$ cat config.mk
export PLATFORM = sky130hd
export DESIGN_NAME = pixel_alpha_composite
export DESIGN_NICKNAME = d
export VERILOG_FILES = /design/src/sv/pac_pkg.sv /design/src/sv/pac_front.sv /design/src/sv/pac_div_cell.sv /design/src/sv/pixel_alpha_composite.sv
export SDC_FILE = /design/constraint.sdc
export NUM_CORES = 2
export LEC_CHECK = 0
export BUFFER_PORTS_ARGS = -buffer_cell sky130_fd_sc_hd__buf_2
export CAP_MARGIN = 40
export CORE_MARGIN = 2
export CORE_UTILIZATION = 70
export CTS_BUF_LIST = sky130_fd_sc_hd__clkbuf_2
export CTS_CLUSTER_DIAMETER = 150
export DETAILED_ROUTE_END_ITERATION = 7
export GPL_TIMING_DRIVEN = 0
export PLACE_DENSITY = 0.87
export SLEW_MARGIN = 20
export SYNTH_ARGS = -nofsm -noshare
export SYNTH_HDL_FRONTEND = slang
export SYNTH_SLANG_ARGS = --single-unit
$ cat constraint.sdc
create_clock -name clk -period 28.5 [get_ports clk]
set_input_delay 7.125 -clock clk [delete_from_list [all_inputs] [get_ports clk]]
set_output_delay 7.125 -clock clk [all_outputs]
set_load 0.01 [all_outputs]
$ cat src/sv/pac_pkg.sv
// ----------------------------------------------------------------------------
// pac_pkg: shared types and constants for the alpha compositor
// Holds the channel constants, the divider width and the record that one
// pipeline cell hands to its neighbor.
// ----------------------------------------------------------------------------
package pac_pkg;

  localparam int ChanW = 8;
  localparam int NumW  = 17;               // s*sa + d*da*inv/255 < 2^17
  localparam logic [ChanW-1:0] ChanMax = 8'd255;

  typedef enum logic [1:0] {
    MODE_BLEND  = 2'd0,
    MODE_PASS_D = 2'd1,
    MODE_PASS_S = 2'd2
  } mode_t;

  // Data carried from one divider cell to the next.
  typedef struct packed {
    logic              valid;
    mode_t             mode;
    logic [31:0]       pass_px;
    logic [ChanW-1:0]  oa;
    logic [NumW-1:0]   rem_r;
    logic [NumW-1:0]   rem_g;
    logic [NumW-1:0]   rem_b;
    logic [NumW-1:0]   quo_r;
    logic [NumW-1:0]   quo_g;
    logic [NumW-1:0]   quo_b;
  } cell_t;

  // Truncating division by 255 for values below 255*256 (da*inv and d*r fit).
  function automatic logic [ChanW-1:0] div255(input logic [15:0] x);
    logic [16:0] t;
    begin
      t = {1'b0, x} + 17'd1;
      t = t + {9'd0, t[15:8]};
      div255 = t[15:8];
    end
  endfunction

endpackage

$ cat src/sv/pac_front.sv
// ----------------------------------------------------------------------------
// pac_front: product stages
// Splits the pixels, forms output alpha and the three colour numerators.
// ----------------------------------------------------------------------------
module pac_front import pac_pkg::*; (
  input  logic        clk,
  input  logic        rst,
  input  logic        start,
  input  logic [31:0] src_argb,
  input  logic [31:0] dst_argb,
  output cell_t       cell_out
);

  logic [7:0]  sa, da, inv;
  logic [15:0] dainv;
  logic [7:0]  w0, rem0;
  cell_t       cell_next;

  // First stage registers: split pixels, alpha weight and remainder.
  logic        v1;
  mode_t       mode1;
  logic [31:0] px1;
  logic [7:0]  sa1, w1, rem1;
  logic [7:0]  s1 [3];
  logic [7:0]  d1 [3];

  assign sa  = src_argb[31:24];
  assign da  = dst_argb[31:24];
  assign inv = ChanMax - sa;
  assign dainv = da * inv;
  assign w0 = div255(dainv);
  // The remainder dainv - 255*w0 lies in 0..254, so its low eight bits
  // equal dainv + w0 taken modulo 256.
  assign rem0 = dainv[7:0] + w0;

  always_ff @(posedge clk) begin
    if (rst) begin
      v1 <= 1'b0;
    end else begin
      v1 <= start;
    end
    sa1  <= sa;
    w1   <= w0;
    rem1 <= rem0;
    px1 <= (sa == 8'd0) ? dst_argb : (src_argb | 32'hFF00_0000);
    if (sa == 8'd0) begin
      mode1 <= MODE_PASS_D;
    end else if (sa == ChanMax) begin
      mode1 <= MODE_PASS_S;
    end else begin
      mode1 <= MODE_BLEND;
    end
    for (int i = 0; i < 3; i++) begin
      s1[i] <= src_argb[8*i +: 8];
      d1[i] <= dst_argb[8*i +: 8];
    end
  end

  // With da*inv = 255*w + r, floor(d*da*inv/255) = d*w + floor(d*r/255),
  // and d*r stays below 2^16 so the short divide-by-255 is exact.
  function automatic logic [NumW-1:0] num_of(input logic [7:0] s, input logic [7:0] d,
                                             input logic [7:0] a, input logic [7:0] w,
                                             input logic [7:0] r);
    logic [15:0] dw;
    logic [15:0] dr;
    logic [15:0] sp;
    begin
      dw = d * w;
      dr = d * r;
      sp = s * a;
      num_of = {1'b0, sp} + {1'b0, dw} + {9'd0, div255(dr)};
    end
  endfunction

  always_comb begin
    cell_next        = '0;
    cell_next.valid  = v1;
    cell_next.mode   = mode1;
    cell_next.pass_px = px1;
    cell_next.oa     = sa1 + w1;
    cell_next.quo_b  = num_of(s1[0], d1[0], sa1, w1, rem1);
    cell_next.quo_g  = num_of(s1[1], d1[1], sa1, w1, rem1);
    cell_next.quo_r  = num_of(s1[2], d1[2], sa1, w1, rem1);
  end

  always_ff @(posedge clk) begin
    if (rst) begin
      cell_out.valid <= 1'b0;
    end else begin
      cell_out.valid <= cell_next.valid;
    end
    cell_out.mode    <= cell_next.mode;
    cell_out.pass_px <= cell_next.pass_px;
    cell_out.oa      <= cell_next.oa;
    cell_out.rem_r   <= '0;
    cell_out.rem_g   <= '0;
    cell_out.rem_b   <= '0;
    cell_out.quo_r   <= cell_next.quo_r;
    cell_out.quo_g   <= cell_next.quo_g;
    cell_out.quo_b   <= cell_next.quo_b;
  end

endmodule

$ cat src/sv/pac_div_cell.sv
// ----------------------------------------------------------------------------
// pac_div_cell: one restoring division step
// Shifts one numerator bit into each partial remainder and subtracts oa where it fits.
// ----------------------------------------------------------------------------
module pac_div_cell import pac_pkg::*; (
  input  logic  clk,
  input  logic  rst,
  input  cell_t cell_in,
  output cell_t cell_out
);

  cell_t c;

  function automatic logic [2*NumW:0] step(input logic [NumW-1:0] rem,
                                           input logic [NumW-1:0] quo,
                                           input logic [ChanW-1:0] oa);
    logic [NumW-1:0] r;
    logic            bit_q;
    begin
      r = {rem[NumW-2:0], quo[NumW-1]};
      bit_q = (r >= {9'd0, oa});
      if (bit_q) begin
        r = r - {9'd0, oa};
      end
      step = {r, quo[NumW-2:0], bit_q, 1'b0};
    end
  endfunction

  logic [2*NumW:0] sr, sg, sb;

  always_comb begin
    sr = step(cell_in.rem_r, cell_in.quo_r, cell_in.oa);
    sg = step(cell_in.rem_g, cell_in.quo_g, cell_in.oa);
    sb = step(cell_in.rem_b, cell_in.quo_b, cell_in.oa);
    c = cell_in;
    c.rem_r = sr[2*NumW -: NumW];
    c.quo_r = sr[NumW:1];
    c.rem_g = sg[2*NumW -: NumW];
    c.quo_g = sg[NumW:1];
    c.rem_b = sb[2*NumW -: NumW];
    c.quo_b = sb[NumW:1];
  end

  always_ff @(posedge clk) begin
    if (rst) begin
      cell_out.valid <= 1'b0;
    end else begin
      cell_out.valid <= c.valid;
    end
    cell_out.mode    <= c.mode;
    cell_out.pass_px <= c.pass_px;
    cell_out.oa      <= c.oa;
    cell_out.rem_r   <= c.rem_r;
    cell_out.rem_g   <= c.rem_g;
    cell_out.rem_b   <= c.rem_b;
    cell_out.quo_r   <= c.quo_r;
    cell_out.quo_g   <= c.quo_g;
    cell_out.quo_b   <= c.quo_b;
  end

endmodule

$ cat src/sv/pixel_alpha_composite.sv
// ----------------------------------------------------------------------------
// pixel_alpha_composite: source-over-destination with straight alpha
// Two product stages feed a row of seventeen divider cells and an output
// register.
// ----------------------------------------------------------------------------
// One pixel pair is taken on every clock where start is high; busy never
// rises, so the block takes one item per cycle with no gaps. Each result
// appears on out_argb with done high for a single cycle. The twenty register
// stages are two product stages, one division cell per quotient bit
// (seventeen), and one output register. The receiver cannot stall, so
// results must be taken as they come. A source alpha of zero passes the
// destination through; a source alpha of 255 passes the source with opaque
// alpha; colour results wrap to their low eight bits.
module pixel_alpha_composite import pac_pkg::*; (
  input  logic        clk,
  input  logic        rst,
  input  logic        start,
  output logic        busy,
  input  logic [31:0] src_argb,
  input  logic [31:0] dst_argb,
  output logic        done,
  output logic [31:0] out_argb
);

  cell_t chain [NumW+1];

  assign busy = 1'b0;

  pac_front u_front (
    .clk      (clk),
    .rst      (rst),
    .start    (start),
    .src_argb (src_argb),
    .dst_argb (dst_argb),
    .cell_out (chain[0])
  );

  // Each cell resolves one quotient bit, most significant first.
  for (genvar k = 0; k < NumW; k++) begin : g_cell
    pac_div_cell u_cell (
      .clk      (clk),
      .rst      (rst),
      .cell_in  (chain[k]),
      .cell_out (chain[k+1])
    );
  end

  cell_t last;
  assign last = chain[NumW];

  always_ff @(posedge clk) begin
    if (rst) begin
      done <= 1'b0;
    end else begin
      done <= last.valid;
    end
    if (last.mode == MODE_BLEND) begin
      out_argb <= {last.oa, last.quo_r[7:0], last.quo_g[7:0], last.quo_b[7:0]};
    end else begin
      out_argb <= last.pass_px;
    end
  end

`ifndef SYNTH
  a_latency: assert property (@(posedge clk) disable iff (rst)
    chain[0].valid |-> ##18 done)
    else $error("result not produced after fixed latency");
  a_no_busy: assert property (@(posedge clk) !busy)
    else $error("busy raised");
  a_oa_nonzero: assert property (@(posedge clk) disable iff (rst)
    (chain[0].valid && chain[0].mode == MODE_BLEND) |-> chain[0].oa != 8'd0)
    else $error("zero output alpha on blend path");
`endif

endmodule
==> metrics <==
first-pass GRT wire length=363.5 mm; CP delay by family, top=adder cells; Skew-Pair Late Insertion Delay=1.74 ns; Reg area=0.04460 mm2; endpoint type of the worst setup path=flip-flop; CTS Hold Buffers Added=0; I/O pins=101; Rows=136; crit-path most repeated cell=a21oi_1; RSZ-0062 raised after global routing=false; share of cells above drive strength 1=10.09%; post-synthesis cell type count=90; nets=11330; Multi-input gate area=0.04739 mm2; Async S/R FF share, synth=0%; Max Slew Vio Count=0; internal reg-to-reg setup slack=15.49 ns; Critical Path Max Stage Delay=0.53 ns; Seq/Total Area, Yosys=46.16%; largest net degree at the start of global routing=17; DRT iter0 DRCs=3942; Clock Path Buffers=4; fillers=9292; Setup Buffers After CTS=0; register bit total from synthesis=2228; initial antenna violation count=16; total negative setup slack=0 ns; Resized Gates After CTS=0; GRT Util Overall=32.76%; Clk Tree Root Cell=clkbuf_2; Reg clk slew, reported paths=0.20 ns; number of synthesized flops with an enable pin=0; die area=0.1410 mm2; Synth area leaders=dfxtp_1, fa_1, ha_1, xnor2_1, inv_1; Synth Area per Inst=10.36 um2; post-DR vias/cell=5.515; non-filler cells in the finished layout=12130; fmax=0.07449 GHz; CP Class=input port to flip-flop; htree depth=6; data arrival time of the critical path=15.06 ns; Starting Density=70.36%; status=complete, no violations; Die W=375.5 um; syn nets=10680; startpoint types=input port; yosys warns=0; routed len/inst=18.98 um; Crit-path slowest cell=fa_1; Post-Route WL=230.2 mm; Critical path buffers and inverters=4; hold crit path type=flip-flop to flip-flop; vias in the first global route=70710; routability cong.=0.9642; CORE AREA=0.1373 mm2; Tcrit/Tclk final=47.10%; Vias=66870; antenna viol nets, final=0; Final Hold Fails=0; clock sinks=2228; fin crit period=13.42 ns; Most used DFF post-synth=dfxtp_1; Final Core Density=75.83%; placed wire-length estimate=176.1 mm; crit-path max FO=10; DP Cell Count=11230; area delta synth->final=7.765%; CP Data Required Time=30.14 ns; gr ovfl total=0; DRT Pass-1 Iters=5; Cell Area, Synth=0.09662 mm2; worst-margin pin slew=1.161 ns; Worst slew margin=22.61%; DRC viols=0; largest area contributor in the netlist=dfxtp_1; CTS tree=done; Num CTS Buffers=533; Setup Skew=0.1860 ns; final setup fails=0; chip height=375.5 um; max_cap viols=0; area share of the largest cell type after synthesis=46.16%; IO buf count=98; Synth Instances=9328
==> worst register-to-register path: cells and delay by family (launching register included) <==
kind                     cells  cell delay (ns)
adder cells (fa/ha/maj)     12             5.29
flip-flops                   1             0.72
AO/OA/AOI/OAI               15             4.20
buffers and inverters        7             0.99
XOR/XNOR                     2             0.72
AND/OR/NAND/NOR              6             0.93
==> through the flow <==
step / hold slack [ns] / cell area (um2) / worst slack, ns
CTS: 0.2259 / 104100 / 15.28
floorplan: 0.3096 / 96620 / 14.48
global placement: 0.3096 / 99360 / 13.53
global route: 0.2284 / 104100 / 14.63
finish: 0.2294 / 104100 / 15.08
detailed placement: 0.3121 / 99450 / 13.37
==> cell usage in the layout (no fill, tap or decap), drive strengths merged, types with 50 or more instances in the layout <==
master / instances
o21ai: 326
nor4: 99
clkbuf: 907
nor3: 104
nand2b: 126
fa: 506
nand2: 649
nor2b: 166
nand3: 99
nand3b: 55
xor2: 189
and2: 415
buf: 116
xnor2: 465
or3: 50
a21oi: 424
a21boi: 144
clkinv: 108
mux2: 51
a21o: 108
nor2: 591
inv: 1075
ha: 781
nand4: 92
dfxtp: 2228
==> registers in the layout (all words and copies together) (netlist names) <==
signal                  cells
u_front.w1                  8
out_argb                   32
u_front.mode1               2
done                        1
u_front.s1                 24
u_front.v1                  1
g_cell.u_cell.cell_out   1994
u_front.sa1                 8
u_front.px1                32
u_front.cell_out           94
u_front.d1                 24
u_front.rem1                8
==> cells in the mapped netlist (6+ instances only) <==
library cell and instances:
dfxtp_1 2228, nor3_1 104, or3b_2 6, nor4_1 98
and3b_1 9, a31oi_1 21, or3_1 50, nand4_1 92
nor3b_1 11, o21ai_1 12, nand3b_1 55, nand3_1 99
nand4b_1 36, nand2b_1 126, or2_2 33, buf_1 7
xnor2_1 465, o21ai_0 314, mux2i_1 11, o41ai_1 15
mux2_2 51, nor4b_1 10, or4b_2 9, o21a_1 31
o31ai_1 29, inv_1 1060, or4_1 32, ha_1 781
a21boi_0 143, o211ai_1 12, clkbuf_1 159, a211oi_1 17
and2_1 414, nand2_1 649, fa_1 506, nor2b_1 165
nor2_1 590, a2111oi_0 11, and3_1 28, a21o_1 107
o21bai_1 38, xor2_1 186, a21oi_1 423
==> area by class of cell <==
class	count	share of cell area, %
antenna	11	0.02644
tap	1794	2.156
multi-input combinational	5869	45.51
inverter	1063	3.832
sequential	2228	42.84
buffer	168	0.6128
clock inverter	135	0.8532
timing repair buffer	112	0.5888
clock buffer	745	3.581
==> logic make-up after synthesis <==
group                    synth area share, %
AND/OR/NAND/NOR                        14.04
flip-flops                             46.16
adder cells (fa/ha/maj)                20.62
buffers and inverters                  4.790
AO/OA/AOI/OAI                          7.697
XOR/XNOR                               5.976
multiplexers                          0.7083
other                               0.003881
==> routing by layer <==
layer	wire length (um)	GRT usage, %	up-vias
li1	-	-	31970
met3	12130	5.970	707
met5	13	0	-
met1	89170	36.94	32030
met4	13240	18.58	2
met2	115600	58.26	2170
==> path summary, 6_finish.rpt <==
path / start / end / cells past startpoint
hold / removal: g_cell[10].u_cell.cell_out[142]$_DFF_P_ / g_cell[11].u_cell.cell_out[142]$_DFF_P_ / 0
hold reg to reg: g_cell[10].u_cell.cell_out[142]$_DFF_P_ / g_cell[11].u_cell.cell_out[142]$_DFF_P_ / 0
setup / recovery: src_argb[26] / u_front.rem1[7]$_DFF_P_ / 32
setup reg to reg: u_front.rem1[3]$_DFF_P_ / u_front.cell_out[33]$_DFF_P_ / 42
Power is not shown: default switching activity piles up to over one toggle a cycle in this logic, so the estimate is an artifact.
